[config.mk]
export PLATFORM = sky130hd
export DESIGN_NAME = settings_record_validator_top_flat
export DESIGN_NICKNAME = d
export VERILOG_FILES = /design/src/rtl/svr_pkg.sv /design/src/rtl/svr_byte_if.sv /design/src/rtl/svr_result_if.sv /design/src/rtl/svr_cfg_if.sv /design/src/rtl/settings_record_validator_top.sv /design/src/rtl/svr_capture.sv /design/src/rtl/svr_check.sv /design/src/flat_wrapper.sv
export SDC_FILE = /design/constraint.sdc
export NUM_CORES = 1
export LEC_CHECK = 0
export BUFFER_PORTS_ARGS = -buffer_cell sky130_fd_sc_hd__clkbuf_2
export CAP_MARGIN = 30
export CORE_MARGIN = 4
export CORE_UTILIZATION = 55
export CTS_CLUSTER_DIAMETER = 40
export DETAILED_ROUTE_END_ITERATION = 10
export GPL_TIMING_DRIVEN = 0
export PLACE_DENSITY_LB_ADDON = 0.12
export SETUP_SLACK_MARGIN = 0.3
export SYNTH_ARGS = -nofsm -noshare
export SYNTH_HDL_FRONTEND = slang
export SYNTH_SLANG_ARGS = --single-unit
export TNS_END_PERCENT = 5
[constraint.sdc]
create_clock -name clk -period 4.03 [get_ports clk]
set_input_delay 0.6045 -clock clk [delete_from_list [all_inputs] [get_ports clk]]
set_output_delay 0.6045 -clock clk [all_outputs]
set_load 0.02 [all_outputs]
[src/rtl/svr_pkg.sv]
// ----------------------------------------------------------------------------
// svr_pkg
// Shared types, constants and functions for the settings record validator.
// ----------------------------------------------------------------------------
package svr_pkg;

  localparam int unsigned REC_LEN  = 24;
  localparam int unsigned CRC_LEN  = 20;
  localparam int unsigned IDX_W    = 5;
  localparam int unsigned CFG_IDX_W = 8;
  localparam int unsigned CFG_DATA_W = 32;

  localparam logic [31:0] CRC_POLY = 32'hEDB8_8320;
  localparam logic [31:0] CRC_INIT = 32'hFFFF_FFFF;

  localparam logic [CFG_IDX_W-1:0] REG_MAGIC   = 8'd0;
  localparam logic [CFG_IDX_W-1:0] REG_VERSION = 8'd1;

  localparam logic [IDX_W-1:0] IDX_LAST = 5'(REC_LEN - 1);
  localparam logic [IDX_W-1:0] IDX_CRC_END = 5'(CRC_LEN);

  localparam logic [15:0] REC_SIZE = 16'(REC_LEN);

  localparam logic [31:0] FREQ_MAX  = 32'd100000;
  localparam logic [15:0] DUTY_MAX  = 16'd100;
  localparam logic [15:0] FSTEP_MAX = 16'd10000;
  localparam logic [7:0]  DSTEP_MAX = 8'd10;

  localparam logic [16:0] DEF_FREQ  = 17'd50000;
  localparam logic [6:0]  DEF_DUTY  = 7'd50;
  localparam logic [13:0] DEF_FSTEP = 14'd1000;
  localparam logic [3:0]  DEF_DSTEP = 4'd1;

  typedef enum logic [2:0] {
    ST_OK        = 3'd0,
    ST_MIGRATED  = 3'd1,
    ST_BAD_MAGIC = 3'd2,
    ST_BAD_VER   = 3'd3,
    ST_BAD_SIZE  = 3'd4,
    ST_BAD_CRC   = 3'd5,
    ST_BAD_RANGE = 3'd6
  } status_t;

  typedef logic [REC_LEN-1:0][7:0] rec_bytes_t;

  typedef struct packed {
    status_t     status;
    logic [16:0] frequency;
    logic [6:0]  duty;
    logic [13:0] freq_incr;
    logic [3:0]  duty_incr;
    logic        needs_rewrite;
  } result_t;

  function automatic logic [31:0] crc_byte(input logic [31:0] crc_in,
                                           input logic [7:0]  data);
    logic [31:0] c;
    c = crc_in ^ {24'd0, data};
    for (int i = 0; i < 8; i++) begin
      c = c[0] ? ((c >> 1) ^ CRC_POLY) : (c >> 1);
    end
    return c;
  endfunction

  function automatic logic values_ok(input logic [31:0] f, input logic [15:0] d,
                                     input logic [15:0] fs, input logic [7:0] ds);
    logic ok;
    ok = (f != 32'd0) && (f <= FREQ_MAX) &&
         (d != 16'd0) && (d <= DUTY_MAX) &&
         (fs != 16'd0) && (fs <= FSTEP_MAX) &&
         (ds != 8'd0) && (ds <= DSTEP_MAX);
    return ok;
  endfunction

endpackage

[src/rtl/svr_byte_if.sv]
// ----------------------------------------------------------------------------
// svr_byte_if
// Input stream channel: one record byte per item.
// ----------------------------------------------------------------------------
interface svr_byte_if;
  logic       valid;
  logic       ready;
  logic [7:0] data_byte;

  modport source (output valid, output data_byte, input ready);
  modport sink   (input valid, input data_byte, output ready);
endinterface

[src/rtl/svr_result_if.sv]
// ----------------------------------------------------------------------------
// svr_result_if
// Result stream channel: validated, migrated or default settings.
// ----------------------------------------------------------------------------
interface svr_result_if;
  logic             valid;
  logic             ready;
  svr_pkg::status_t status;
  logic [16:0]      frequency;
  logic [6:0]       duty;
  logic [13:0]      freq_incr;
  logic [3:0]       duty_incr;
  logic             needs_rewrite;

  modport source (output valid, output status, output frequency, output duty,
                  output freq_incr, output duty_incr, output needs_rewrite,
                  input ready);
  modport sink   (input valid, input status, input frequency, input duty,
                  input freq_incr, input duty_incr, input needs_rewrite,
                  output ready);
endinterface

[src/rtl/svr_cfg_if.sv]
// ----------------------------------------------------------------------------
// svr_cfg_if
// Configuration write channel: register index and write data.
// ----------------------------------------------------------------------------
interface svr_cfg_if;
  logic                                valid;
  logic                                ready;
  logic [svr_pkg::CFG_IDX_W-1:0]       index;
  logic [svr_pkg::CFG_DATA_W-1:0]      data;

  modport source (output valid, output index, output data, input ready);
  modport sink   (input valid, input index, input data, output ready);
endinterface

[src/rtl/settings_record_validator_top.sv]
// ----------------------------------------------------------------------------
// settings_record_validator_top
// Settings record validator: CRC-32 and field checks over a 24-byte record.
// ----------------------------------------------------------------------------
// Feed a 24-byte little-endian settings record one byte per item; one byte is
// accepted every clock cycle while the result side keeps up. The CRC-32 over
// bytes 0 to 19 is updated by a byte-wide step as each byte lands in the
// record store. After the 24th byte is accepted a pending flag is registered;
// then the checks run on the stored record and the result enters the output
// register once free, to wait while input streams. Input stalls only when a
// finished record waits for its check while the output register is still
// held. Write record_magic (index 0) and record_version (index 1) while idle.
// ----------------------------------------------------------------------------
module settings_record_validator_top (
  input  logic                clk,
  input  logic                rst_n,
  svr_byte_if.sink            in_if,
  svr_result_if.source        out_if,
  svr_cfg_if.sink             cfg_if
);

  logic [31:0]         magic_r;
  logic [15:0]         version_r;
  logic                pend_r, pend_nxt;
  logic                out_valid_r, out_valid_nxt;
  svr_pkg::result_t    out_r, check_res;
  svr_pkg::rec_bytes_t store;
  logic [31:0]         crc;
  logic                rec_done, in_accept, out_free, load_out;

  assign out_free  = !out_valid_r || out_if.ready;
  assign load_out  = pend_r && out_free;
  assign in_if.ready = !pend_r || out_free;
  assign in_accept = in_if.valid && in_if.ready;
  assign cfg_if.ready = 1'b1;

  always_ff @(posedge clk) begin
    if (!rst_n) begin
      magic_r   <= '0;
      version_r <= '0;
    end else if (cfg_if.valid) begin
      unique case (cfg_if.index)
        svr_pkg::REG_MAGIC:   magic_r   <= cfg_if.data;
        svr_pkg::REG_VERSION: version_r <= cfg_if.data[15:0];
        default: ;
      endcase
    end
  end

  svr_capture u_capture (
    .clk       (clk),
    .rst_n     (rst_n),
    .accept    (in_accept),
    .data_byte (in_if.data_byte),
    .store     (store),
    .crc       (crc),
    .rec_done  (rec_done)
  );

  svr_check u_check (
    .store          (store),
    .crc            (crc),
    .record_magic   (magic_r),
    .record_version (version_r),
    .result         (check_res)
  );

  always_comb begin
    pend_nxt      = rec_done || (pend_r && !out_free);
    out_valid_nxt = load_out || (out_valid_r && !out_if.ready);
  end

  always_ff @(posedge clk) begin
    if (!rst_n) begin
      pend_r      <= 1'b0;
      out_valid_r <= 1'b0;
    end else begin
      pend_r      <= pend_nxt;
      out_valid_r <= out_valid_nxt;
    end
  end

  always_ff @(posedge clk) begin
    if (load_out) begin
      out_r <= check_res;
    end
  end

  assign out_if.valid         = out_valid_r;
  assign out_if.status        = out_r.status;
  assign out_if.frequency     = out_r.frequency;
  assign out_if.duty          = out_r.duty;
  assign out_if.freq_incr     = out_r.freq_incr;
  assign out_if.duty_incr     = out_r.duty_incr;
  assign out_if.needs_rewrite = out_r.needs_rewrite;

endmodule

[src/rtl/svr_capture.sv]
// ----------------------------------------------------------------------------
// svr_capture
// Byte capture: position counter, record byte store and CRC-32 update.
// ----------------------------------------------------------------------------
module svr_capture (
  input  logic                clk,
  input  logic                rst_n,
  input  logic                accept,
  input  logic [7:0]          data_byte,
  output svr_pkg::rec_bytes_t store,
  output logic [31:0]         crc,
  output logic                rec_done
);

  logic [svr_pkg::IDX_W-1:0] idx_r, idx_nxt;
  logic [31:0]               crc_r, crc_nxt, crc_base;
  svr_pkg::rec_bytes_t       store_r;
  logic                      is_last;

  assign is_last  = (idx_r == svr_pkg::IDX_LAST);
  assign crc_base = (idx_r == '0) ? svr_pkg::CRC_INIT : crc_r;

  always_comb begin
    idx_nxt = is_last ? '0 : idx_r + 1'b1;
    crc_nxt = (idx_r < svr_pkg::IDX_CRC_END) ? svr_pkg::crc_byte(crc_base, data_byte)
                                             : crc_r;
  end

  always_ff @(posedge clk) begin
    if (!rst_n) begin
      idx_r <= '0;
      crc_r <= svr_pkg::CRC_INIT;
    end else if (accept) begin
      idx_r <= idx_nxt;
      crc_r <= crc_nxt;
    end
  end

  always_ff @(posedge clk) begin
    if (accept) begin
      store_r[idx_r] <= data_byte;
    end
  end

  assign store    = store_r;
  assign crc      = crc_r;
  assign rec_done = accept && is_last;

endmodule

[src/rtl/svr_check.sv]
// ----------------------------------------------------------------------------
// svr_check
// Record check: first failing status, legacy migration and default fallback.
// ----------------------------------------------------------------------------
module svr_check (
  input  svr_pkg::rec_bytes_t store,
  input  logic [31:0]         crc,
  input  logic [31:0]         record_magic,
  input  logic [15:0]         record_version,
  output svr_pkg::result_t    result
);

  logic [31:0] magic, stored_crc, f, lf;
  logic [15:0] version, size, d, fs, ld, lfs;
  logic [7:0]  ds, lds;
  logic        magic_ok, cur_ok, leg_ok;

  assign magic      = {store[3], store[2], store[1], store[0]};
  assign version    = {store[5], store[4]};
  assign size       = {store[7], store[6]};
  assign f          = {store[11], store[10], store[9], store[8]};
  assign d          = {store[13], store[12]};
  assign fs         = {store[15], store[14]};
  assign ds         = store[16];
  assign stored_crc = {store[23], store[22], store[21], store[20]};

  assign lf  = {store[7], store[6], store[5], store[4]};
  assign ld  = {store[9], store[8]};
  assign lfs = {store[11], store[10]};
  assign lds = store[12];

  assign magic_ok = (magic == record_magic);
  assign cur_ok   = svr_pkg::values_ok(f, d, fs, ds);
  assign leg_ok   = magic_ok && svr_pkg::values_ok(lf, ld, lfs, lds);

  always_comb begin
    svr_pkg::status_t st;
    priority if (!magic_ok)                st = svr_pkg::ST_BAD_MAGIC;
    else if (version != record_version)    st = svr_pkg::ST_BAD_VER;
    else if (size != svr_pkg::REC_SIZE)    st = svr_pkg::ST_BAD_SIZE;
    else if (stored_crc != ~crc)           st = svr_pkg::ST_BAD_CRC;
    else if (!cur_ok)                      st = svr_pkg::ST_BAD_RANGE;
    else                                   st = svr_pkg::ST_OK;

    if (st == svr_pkg::ST_OK) begin
      result.status        = st;
      result.frequency     = f[16:0];
      result.duty          = d[6:0];
      result.freq_incr     = fs[13:0];
      result.duty_incr     = ds[3:0];
      result.needs_rewrite = 1'b0;
    end else if (leg_ok) begin
      result.status        = svr_pkg::ST_MIGRATED;
      result.frequency     = lf[16:0];
      result.duty          = ld[6:0];
      result.freq_incr     = lfs[13:0];
      result.duty_incr     = lds[3:0];
      result.needs_rewrite = 1'b1;
    end else begin
      result.status        = st;
      result.frequency     = svr_pkg::DEF_FREQ;
      result.duty          = svr_pkg::DEF_DUTY;
      result.freq_incr     = svr_pkg::DEF_FSTEP;
      result.duty_incr     = svr_pkg::DEF_DSTEP;
      result.needs_rewrite = 1'b1;
    end
  end

endmodule

[src/flat_wrapper.sv]
// flat-port wrapper written by rule: the top's interface ports become plain ports
module settings_record_validator_top_flat 
  (clk, rst_n, in_if_valid, in_if_data_byte, in_if_ready, out_if_valid, out_if_status, out_if_frequency, out_if_duty, out_if_freq_incr, out_if_duty_incr, out_if_needs_rewrite, out_if_ready, cfg_if_valid, cfg_if_index, cfg_if_data, cfg_if_ready);
  svr_byte_if in_if_i ();
  svr_result_if out_if_i ();
  svr_cfg_if cfg_if_i ();
  input  logic clk;
  input  logic rst_n;
  input wire logic [$bits(in_if_i.valid)-1:0] in_if_valid;
  input wire logic [$bits(in_if_i.data_byte)-1:0] in_if_data_byte;
  output wire logic [$bits(in_if_i.ready)-1:0] in_if_ready;
  output wire logic [$bits(out_if_i.valid)-1:0] out_if_valid;
  output wire logic [$bits(out_if_i.status)-1:0] out_if_status;
  output wire logic [$bits(out_if_i.frequency)-1:0] out_if_frequency;
  output wire logic [$bits(out_if_i.duty)-1:0] out_if_duty;
  output wire logic [$bits(out_if_i.freq_incr)-1:0] out_if_freq_incr;
  output wire logic [$bits(out_if_i.duty_incr)-1:0] out_if_duty_incr;
  output wire logic [$bits(out_if_i.needs_rewrite)-1:0] out_if_needs_rewrite;
  input wire logic [$bits(out_if_i.ready)-1:0] out_if_ready;
  input wire logic [$bits(cfg_if_i.valid)-1:0] cfg_if_valid;
  input wire logic [$bits(cfg_if_i.index)-1:0] cfg_if_index;
  input wire logic [$bits(cfg_if_i.data)-1:0] cfg_if_data;
  output wire logic [$bits(cfg_if_i.ready)-1:0] cfg_if_ready;
  assign in_if_i.valid = in_if_valid;
  assign in_if_i.data_byte = in_if_data_byte;
  assign in_if_ready = in_if_i.ready;
  assign out_if_valid = out_if_i.valid;
  assign out_if_status = out_if_i.status;
  assign out_if_frequency = out_if_i.frequency;
  assign out_if_duty = out_if_i.duty;
  assign out_if_freq_incr = out_if_i.freq_incr;
  assign out_if_duty_incr = out_if_i.duty_incr;
  assign out_if_needs_rewrite = out_if_i.needs_rewrite;
  assign out_if_i.ready = out_if_ready;
  assign cfg_if_i.valid = cfg_if_valid;
  assign cfg_if_i.index = cfg_if_index;
  assign cfg_if_i.data = cfg_if_data;
  assign cfg_if_ready = cfg_if_i.ready;
  settings_record_validator_top u_core (.clk(clk), .rst_n(rst_n), .in_if(in_if_i), .out_if(out_if_i), .cfg_if(cfg_if_i));
endmodule
==> results.json, run 1 <==
{
  "gp_congestion": 0.902,
  "fin_crit_sh": 0.765,
  "first_iter_violations": 506,
  "grt_antenna_before_repair": 0,
  "wl_met1_um": 13300,
  "fin_crit_ps": 3080,
  "synth_nets": 1086,
  "ys_async_sr_fraction": 0,
  "wire_per_inst_um": 20.2,
  "synth_area_um2": 13000,
  "h-tree-depth": 2,
  "drive_gt1_frac": 0.158,
  "post_cts_resized": 0,
  "fp.dieH_um": 162,
  "grt_pass1_vias": 8369,
  "cts.sinks": 301,
  "setup_viol": 0,
  "pwr-share-comb": 0.096,
  "route.met2.wl_um": 14800,
  "yosys_warnings": 0,
  "cap_violations": 0,
  "rows": 56,
  "grt-ovfl-total": 0,
  "clkTransAtPathRegs_ps": 60,
  "hold_viol": 0,
  "fill_cells": 1860,
  "power_density_nw_per_um2": 485,
  "pre_cts_slack_ps": 674,
  "cts_hold_buf": 0,
  "synth-edff-count": 214,
  "syn_inst": 1029,
  "cp-end-kind": "register",
  "arrival_ps": 3310,
  "synth_flop_cell": "edfxtp_1",
  "grt_max_degree": 27,
  "vias_per_cell": 5.58,
  "dp.cells": 1452,
  "grt_pass1_wl_um": 47800,
  "postCtsSetupBuffers": 0,
  "required_ps": 4260,
  "ys_ff_latch": 301,
  "syn_area_per_cell_um2": 12.6,
  "vias": 8471,
  "hpwlAfterDp_um": 21200,
  "critPathKind": "register to register",
  "wl_um": 30700,
  "seqPwrFrac": 0.468,
  "clock_power_share": 0.436,
  "rsz0062_at_grt": "false",
  "drc": 0,
  "chipWidth_um": 162,
  "root_buffer": "clkbuf_16",
  "wl_met3_um": 1730,
  "max_freq_mhz": 324,
  "syn2layout_area_growth_pct": 16.6,
  "io_buffer_count": 99,
  "worstPathMaxFanout": 10,
  "tns_ps": 0,
  "tightest_slew_ps": 889,
  "p_switching_w": 0.00170,
  "cts_tree": "built",
  "nets": 1229,
  "max-vdd-ir-drop_uv": 388,
  "clockBufferDepth": 3,
  "highest_layer": "met4",
  "switching_share": 0.231,
  "hp-class": "input port to register",
  "drv_slew": 0,
  "synth_cell_types": 57,
  "status": "complete, no violations",
  "p_int_w": 0.00565,
  "yosysSeqAreaShare": 0.628,
  "num_antenna_cells": 0,
  "dr.pass1.iters": 5,
  "ioPinCount": 102,
  "p_leak_nw": 5.53,
  "numCtsBuffers": 37,
  "worstSetupStartpointType": "register",
  "ant_nets": 0,
  "skew_ps": 15.0,
  "core-area_um2": 23400,
  "grt_usage": 0.236,
  "die_area_um2": 26200,
  "max_slew_margin": 0.405,
  "clk_latency_ps": 510,
  "postLayoutSetupSlackWorst_ps": 948,
  "start_util": 0.556,
  "fin_cells": 1517
}
==> synthesized netlist by cell type (2+ instances only) <==
| master | count | area, um^2 |
|---|---|---|
| a32oi_1 | 16 | 140 |
| nor3_1 | 9 | 45.0 |
| edfxtp_1 | 214 | 6430 |
| o31ai_1 | 3 | 22.5 |
| o21a_1 | 2 | 15.0 |
| buf_1 | 3 | 11.3 |
| nand3b_1 | 3 | 22.5 |
| mux2i_1 | 17 | 170 |
| a21boi_0 | 33 | 248 |
| xnor2_1 | 79 | 692 |
| clkbuf_1 | 34 | 128 |
| nor2_1 | 68 | 255 |
| buf_4 | 4 | 30.0 |
| nand4_1 | 9 | 56.3 |
| nand4b_1 | 2 | 17.5 |
| o41ai_1 | 3 | 26.3 |
| dfxtp_1 | 87 | 1740 |
| nor4_1 | 42 | 263 |
| nand3_1 | 12 | 60.1 |
| nor2_2 | 2 | 12.5 |
| ha_1 | 4 | 50.1 |
| a32o_1 | 26 | 260 |
| or3_1 | 4 | 25.0 |
| a21oi_1 | 8 | 40.0 |
| o21ai_0 | 5 | 25.0 |
| xor2_1 | 77 | 674 |
| o211ai_1 | 33 | 248 |
| o311ai_0 | 2 | 17.5 |
| and2_1 | 4 | 25.0 |
| xnor2_2 | 3 | 48.8 |
| nor2b_1 | 20 | 125 |
| inv_1 | 37 | 139 |
| a311oi_1 | 2 | 17.5 |
| or2_2 | 3 | 18.8 |
| or4_1 | 4 | 30.0 |
| buf_2 | 7 | 35.0 |
| nand2_1 | 119 | 447 |
| and3_1 | 5 | 31.3 |
| xnor3_1 | 4 | 90.1 |
| xnor2_4 | 3 | 82.6 |
==> stage by stage <==
stage / cell area, um^2 / utilization / hold WS [ps] / total power (W)
final: 15200 / 0.648 / 337 / 0.00735
after global routing: 15200 / 0.648 / 332 / 0.00761
after CTS: 15200 / 0.648 / 319 / 0.00740
after detailed placement: 14000 / 0.597 / 470 / 0.00421
after global placement: 13900 / 0.594 / 465 / 0.00420
after floorplan: 13000 / - / 455 / 0.00401
==> worst paths after layout <==
| path | slack, ps | endpoint | cells after the start | start |
|---|---|---|---|---|
| worst max-delay path | 950 | u_core.out_if.freq_incr[3] | 8 | u_core.u_capture.store[57] |
| worst min-delay path | 340 | u_core.magic_r[21] | 3 | cfg_if_data[21] |
| worst max register to register | 950 | u_core.out_if.freq_incr[3] | 8 | u_core.u_capture.store[57] |
| worst min register to register | 470 | u_core.magic_r[18] | 2 | u_core.magic_r[18] |
==> critical path, stage by stage, from the launching register on <==
cell and delay [ps]:
edfxtp_1 360, nor4_1 330, nand4_1 230, or3_1 420
nor3_1 410, and2_1 180, buf_1 280, clkbuf_1 400
a32oi_1 180
==> kinds of logic after synthesis <==
family / Yosys count / synth area share
simple gates: 311 / 0.115
flops: 301 / 0.628
xor+xnor: 169 / 0.127
compound gates: 141 / 0.0864
buf+inv: 85 / 0.0264
mux: 17 / 0.0131
fa+ha+maj: 4 / 0.00385
other cells: 1 / 0.000288
==> cell usage in the layout, fill, tap and decap left out, types with 37 or more instances in the layout <==
cell type / synthesis / layout
dfxtp_1: 87 / 87
clkbuf_2: 0 / 99
xor2_1: 77 / 77
edfxtp_1: 214 / 214
clkbuf_16: 0 / 37
inv_1: 37 / 37
nor4_1: 42 / 42
nand2_1: 119 / 119
nor2_1: 68 / 68
clkbuf_1: 34 / 40
xnor2_1: 79 / 79
==> area by class of cell <==
type | count | area (um^2) | share of cell area
Buffer | 48 | 204 | 0.0134
Clock buffer | 45 | 976 | 0.0643
Clock inverter | 20 | 223 | 0.0147
Inverter | 37 | 139 | 0.00916
Multi-Input combinational cell | 643 | 4510 | 0.297
Sequential cell | 301 | 8170 | 0.538
Tap cell | 319 | 399 | 0.0263
Timing Repair Buffer | 104 | 553 | 0.0365
==> per-layer routing <==
layer / GRT usage / up-vias
met5: 0 / -
met4: 0.0773 / 0
met3: 0.0401 / 68
met2: 0.390 / 296
met1: 0.323 / 4077
li1: - / 4030
==> power groups by stage <==
| stage | sequential [W] | clock, W | combinational [W] |
|---|---|---|---|
| final | 0.00344 | 0.00321 | 0.000703 |
| after global routing | 0.00345 | 0.00339 | 0.000762 |
| after CTS | 0.00344 | 0.00326 | 0.000702 |
| after detailed placement | 0.00351 | 0 | 0.000697 |
| after global placement | 0.00351 | 0 | 0.000693 |
| after floorplan | 0.00348 | 0 | 0.000524 |
==> registers in the layout (all words and copies together), names as in the netlist <==
| signal | cells |
|---|---|
| u_core.u_capture.store | 168 |
| u_core.magic_r | 32 |
| u_core.u_capture.crc | 32 |
| u_core.out_if.frequency | 17 |
| u_core.version_r | 16 |
| u_core.out_if.freq_incr | 14 |
| u_core.out_if.duty | 7 |
| u_core.u_capture.idx_r | 5 |
| u_core.out_if.duty_incr | 4 |
| u_core.out_if.status | 3 |
| u_core.out_if.needs_rewrite | 1 |
| u_core.out_if.valid | 1 |
| u_core.pend_r | 1 |
Power figures use the tool's default switching activity.
==> run 2: changes to the inputs <==
--- a/config.mk
+++ b/config.mk
@@ -8,7 +8,7 @@
 export BUFFER_PORTS_ARGS = -buffer_cell sky130_fd_sc_hd__clkbuf_2
 export CAP_MARGIN = 30
 export CORE_MARGIN = 4
-export CORE_UTILIZATION = 55
+export CORE_UTILIZATION = 54
 export CTS_CLUSTER_DIAMETER = 40
 export DETAILED_ROUTE_END_ITERATION = 10
 export GPL_TIMING_DRIVEN = 0
==> constraint.sdc (replaced) <==
create_clock -name clk -period 2.7 [get_ports clk]
set_input_delay 0.405 -clock clk [delete_from_list [all_inputs] [get_ports clk]]
set_output_delay 0.405 -clock clk [all_outputs]
set_load 0.02 [all_outputs]
==> results.json, run 2 (synthesized netlist as in run 1, its figures left out) <==
{
  "final_util": 0.680,
  "hold_viol": 0,
  "top_usage_layer": "met2",
  "critPathKind": "register to register",
  "worst-path-buf-inv": 3,
  "die_area_um2": 26600,
  "cp-end-kind": "register",
  "core-area_um2": 23600,
  "vias_per_cell": 5.62,
  "max_slew_margin": 0.428,
  "required_ps": 2950,
  "power_density_nw_per_um2": 717,
  "clkTransAtPathRegs_ps": 60,
  "cap_violations": 0,
  "switching_share": 0.233,
  "dp.cells": 1450,
  "drv_slew": 0,
  "grt_antenna_before_repair": 0,
  "dr.pass1.iters": 6,
  "grt_usage": 0.243,
  "tns_ps": 0,
  "ant_nets": 0,
  "grt_max_degree": 26,
  "rsz0062_at_grt": "true",
  "chipWidth_um": 163,
  "nets": 1277,
  "num_antenna_cells": 0,
  "worstSetupStartpointType": "register",
  "gp_congestion": 0.866,
  "max_freq_mhz": 390,
  "cts_hold_buf": 0,
  "fp.dieH_um": 163,
  "wl_um": 32400,
  "final_cell_mix": "edfxtp_1 (214), nand2_1 (119), clkbuf_2 (102), dfxtp_1 (85), xor2_1 (77)",
  "status": "complete, no violations",
  "seqPwrFrac": 0.447,
  "io_buffer_count": 99,
  "final_common_cell": "edfxtp_1",
  "cp.depth": 9,
  "fin_crit_ps": 2570,
  "arrival_ps": 2810,
  "wire_per_inst_um": 20.7,
  "crit_path_end": "u_core.out_if.freq_incr[10]",
  "grt_pass1_vias": 8597,
  "p_switching_w": 0.00269,
  "p_int_w": 0.00883,
  "rows": 56,
  "worstPathMaxFanout": 8,
  "grt_pass1_wl_um": 49600,
  "whs_path_depth": 3,
  "start_util": 0.551,
  "root_buffer": "clkbuf_16",
  "cpMaxStageDelayCell": "or4_4",
  "setup_viol": 0,
  "reg2reg_from": "u_core.u_capture.store[71]",
  "hold_start": "cfg_if_data[29]",
  "pre_cts_slack_ps": -495,
  "postLayoutSetupSlackWorst_ps": 133,
  "largest_register_ffs": 168,
  "numCtsBuffers": 39,
  "tightest_slew_ps": 855,
  "syn2layout_area_growth_pct": 23.4,
  "hpwlAfterDp_um": 21200,
  "drive_gt1_frac": 0.234,
  "clock_power_share": 0.445,
  "max-vdd-ir-drop_uv": 437,
  "reg2regPathDepth": 9,
  "p_leak_nw": 5.94,
  "cts_tree": "built",
  "timing.rr.end": "u_core.out_if.freq_incr[10]",
  "cp_top_family": "simple AND/OR/NAND/NOR gates",
  "fin_cells": 1569,
  "hp-class": "input port to register",
  "cts.sinks": 301,
  "ioPinCount": 102,
  "grtUsageMet2": 0.410,
  "fin_crit_sh": 0.951,
  "grt-ovfl-total": 0,
  "h-tree-depth": 2,
  "drc": 0,
  "vias": 8825,
  "use_met3": 0.0371,
  "pwr-share-comb": 0.109,
  "first_iter_violations": 745,
  "met1_usage": 0.329,
  "skew_ps": 19.6,
  "clk_latency_ps": 520,
  "reg2reg_slack_ps": 130,
  "slowest_delay_ps": 510,
  "crit_start": "u_core.u_capture.store[71]",
  "path_cells": "nor4_2 > nand3_1 > or4_4 > nand3_2 > nor3_4 > buf_12 > buf_4 > buf_8 > a32o_1",
  "clockBufferDepth": 3
}
run 2: worst reg2reg max path, delay by kind of cell (launching register included):
| kind | cells | cell delay, ps |
|---|---|---|
| and+or+nand+nor | 5 | 1190 |
| AOI/OAI and AO/OA | 1 | 260 |
| DFF | 1 | 430 |
| buffers and inverters | 3 | 400 |
run 2: power by group through the flow:
stage,clock network [W],logic (W),registers (W)
after global routing,0.00541,0.00135,0.00515
after floorplan,0,0.000782,0.00520
after detailed placement,0,0.00105,0.00524
final,0.00512,0.00125,0.00514
after CTS,0.00519,0.00108,0.00514
after global placement,0,0.00104,0.00523
run 2: per-stage QoR:
step	hold WS, ps	instance area, um^2	power, W
floorplan	454	13000	0.00598
global placement	467	13900	0.00627
detailed placement	470	14000	0.00628
CTS	114	15600	0.0114
global route	134	16100	0.0119
finish	122	16100	0.0115
run 2: timing repair:
item	4_1_cts	5_1_grt
pin swaps	15	23
buffers inserted	12	35
resized for setup	50	46
gates cloned	1	0
endpoints found under the setup margin	151	231
run 2: cell type report:
class / instances / area [um^2]
Buffer: 48 / 274
Clock buffer: 43 / 991
Clock inverter: 28 / 307
Fill cell: 1749 / 7550
Inverter: 37 / 141
Multi-Input combinational cell: 643 / 4810
Sequential cell: 301 / 8170
Tap cell: 319 / 399
Timing Repair Buffer: 150 / 965
run 2: how the worst min path moves through the flow:
stage	to	slack [ps]
after floorplan	u_core.out_if.valid	450
final	u_core.magic_r[29]	120
after global routing	u_core.magic_r[23]	130
after global placement	u_core.magic_r[20]	470
after detailed placement	u_core.magic_r[20]	470
after CTS	u_core.magic_r[22]	110
run 2: metal layers:
metal	wire, um	share of wire
met5	0	0
met4	923	0.028
met3	1960	0.061
met2	15800	0.49
met1	13700	0.42
==> run 3: changes to the inputs <==
--- a/config.mk
+++ b/config.mk
@@ -6,7 +6,6 @@
 export NUM_CORES = 1
 export LEC_CHECK = 0
 export BUFFER_PORTS_ARGS = -buffer_cell sky130_fd_sc_hd__clkbuf_2
-export CAP_MARGIN = 30
 export CORE_MARGIN = 4
 export CORE_UTILIZATION = 54
 export CTS_CLUSTER_DIAMETER = 40
==> constraint.sdc (replaced) <==
create_clock -name clk -period 2.1 [get_ports clk]
set_input_delay 0.315 -clock clk [delete_from_list [all_inputs] [get_ports clk]]
set_output_delay 0.315 -clock clk [all_outputs]
set_load 0.02 [all_outputs]
==> results.json, run 3 (synthesized netlist as in run 1, its figures left out) <==
{
  "status": "finished, violations left",
  "violations": "negative setup slack",
  "hold_viol": 0,
  "clk_latency_ps": 520,
  "ioPinCount": 102,
  "arrival_ps": 2810,
  "fin_cells": 1539,
  "seqCellArea_um2": 8170,
  "ant_nets": 0,
  "rows": 56,
  "root_buffer": "clkbuf_16",
  "finalHoldWorstSlack_ps": 27.4,
  "skew_ps": 11.9,
  "pwr-share-comb": 0.099,
  "slowest_delay_ps": 550,
  "grt-ovfl-total": 0,
  "gp_congestion": 0.871,
  "use_met3": 0.0328,
  "rsz0062_at_grt": "true",
  "max-vdd-ir-drop_uv": 892,
  "vias": 8705,
  "clkTransAtPathRegs_ps": 60,
  "final_cell_mix": "edfxtp_1 (214), nand2_1 (113), clkbuf_2 (106), dfxtp_1 (84), xor2_1 (75)",
  "io_buffer_count": 99,
  "setup_viol": 63,
  "multi_input_area_um2": 4940,
  "nets": 1247,
  "worstSetupStartpointType": "register",
  "fin_area_um2": 16000,
  "critPathKind": "register to register",
  "seqPwrFrac": 0.454,
  "postLayoutSetupSlackWorst_ps": -455,
  "p_leak_nw": 5.84,
  "cap_violations": 0,
  "drc": 0,
  "cp-end-kind": "register",
  "final_common_cell": "edfxtp_1",
  "grtUsageMet2": 0.379,
  "wl_um": 31400,
  "die_area_um2": 26600,
  "hpwlAfterDp_um": 20900,
  "largest_register_ffs": 168,
  "fin_crit_sh": 1.22,
  "fin_crit_ps": 2560,
  "reg2reg_slack_ps": -460,
  "hp-class": "input port to register",
  "final_util": 0.676,
  "h-tree-depth": 2,
  "dp.cells": 1447,
  "clock_power_share": 0.447,
  "fp.dieH_um": 163,
  "switching_share": 0.243,
  "worst-path-buf-inv": 2,
  "path_common_cell": "buf_4",
  "num_antenna_cells": 0,
  "fill_cells": 1740,
  "cts_tree": "built",
  "required_ps": 2360,
  "max_freq_mhz": 391,
  "cp_top_family": "simple AND/OR/NAND/NOR gates",
  "start_util": 0.551,
  "grt_pass1_wl_um": 48000,
  "grt_pass1_vias": 8429,
  "drive_gt1_frac": 0.243,
  "power_w": 0.0146,
  "chipWidth_um": 163,
  "path_cells": "or4_4 > or3_4 > nor4_4 > o41ai_4 > buf_4 > buf_4 > o31ai_1 > a21oi_1",
  "core-area_um2": 23600,
  "grt_max_degree": 47,
  "power_density_nw_per_um2": 912,
  "worstPathMaxFanout": 2,
  "cpMaxStageDelayCell": "or4_4",
  "vias_per_cell": 5.66,
  "p_switching_w": 0.00353,
  "drv_slew": 0,
  "numCtsBuffers": 39,
  "tightest_slew_ps": 1190,
  "first_iter_violations": 558,
  "syn2layout_area_growth_pct": 22.7,
  "top_usage_layer": "met2",
  "placed_area_um2": 14000,
  "met1_usage": 0.325,
  "clockBufferDepth": 3,
  "max_slew_margin": 0.203,
  "p_int_w": 0.0110,
  "wire_per_inst_um": 20.4,
  "dr.pass1.iters": 5,
  "cts_hold_buf": 0,
  "cts.sinks": 301,
  "grt_usage": 0.236,
  "grt_antenna_before_repair": 0
}
[run 3: worst paths after layout]
check | startpoint | to | cells past startpoint
hold reg to reg | u_core.magic_r[19] | u_core.magic_r[19] | 2
hold / removal | cfg_if_data[25] | u_core.magic_r[25] | 3
setup reg to reg | u_core.u_capture.store[103] | u_core.out_if.status[1] | 8
setup / recovery | u_core.u_capture.store[103] | u_core.out_if.status[1] | 8
[run 3: metrics by stage]
| stage | setup TNS [ps] | setup slack, ps |
|---|---|---|
| floorplan | -10870 | -195 |
| global placement | -105120 | -922 |
| detailed placement | -104530 | -914 |
| CTS | -21090 | -460 |
| global route | -26860 | -545 |
| finish | -19870 | -455 |
[run 3: cell type report]
cell class	count	share of cell area
sequential	301	0.512
buffer	48	0.0196
clock inverter	26	0.0147
multi-input combinational	643	0.310
clock buffer	45	0.0666
tap	319	0.0250
inverter	37	0.00909
timing repair buffer	120	0.0433
[run 3: layer usage]
metal  vias up  wire [um]
met2       341      14700
li1       4076          -
met1      4188      13500
met3       100       1860
met4         0       1320
met5         -          0
[run 3: power by group through the flow]
stage / clock, W / sequential [W] / combinational (W)
final: 0.00651 / 0.00661 / 0.00144
after global routing: 0.00687 / 0.00662 / 0.00156
after CTS: 0.00658 / 0.00661 / 0.00143
after detailed placement: 0 / 0.00673 / 0.00135
after global placement: 0 / 0.00673 / 0.00134
after floorplan: 0 / 0.00668 / 0.00102
[run 3: worst register-to-register path, cell delays in order (launching register included)]
cell and delay, ps:
edfxtp_1 380, or4_4 550, or3_4 390, nor4_4 190, o41ai_4 170, buf_4 170, buf_4 130, o31ai_1 230
a21oi_1 100
[run 3: timing repair]
action,in CTS,in global routing
gates cloned,1,0
setup endpoints to repair,296,277
endpoints found under the hold margin,0,0
gates resized for setup,93,38
pin swaps,20,26
buffers inserted,14,6
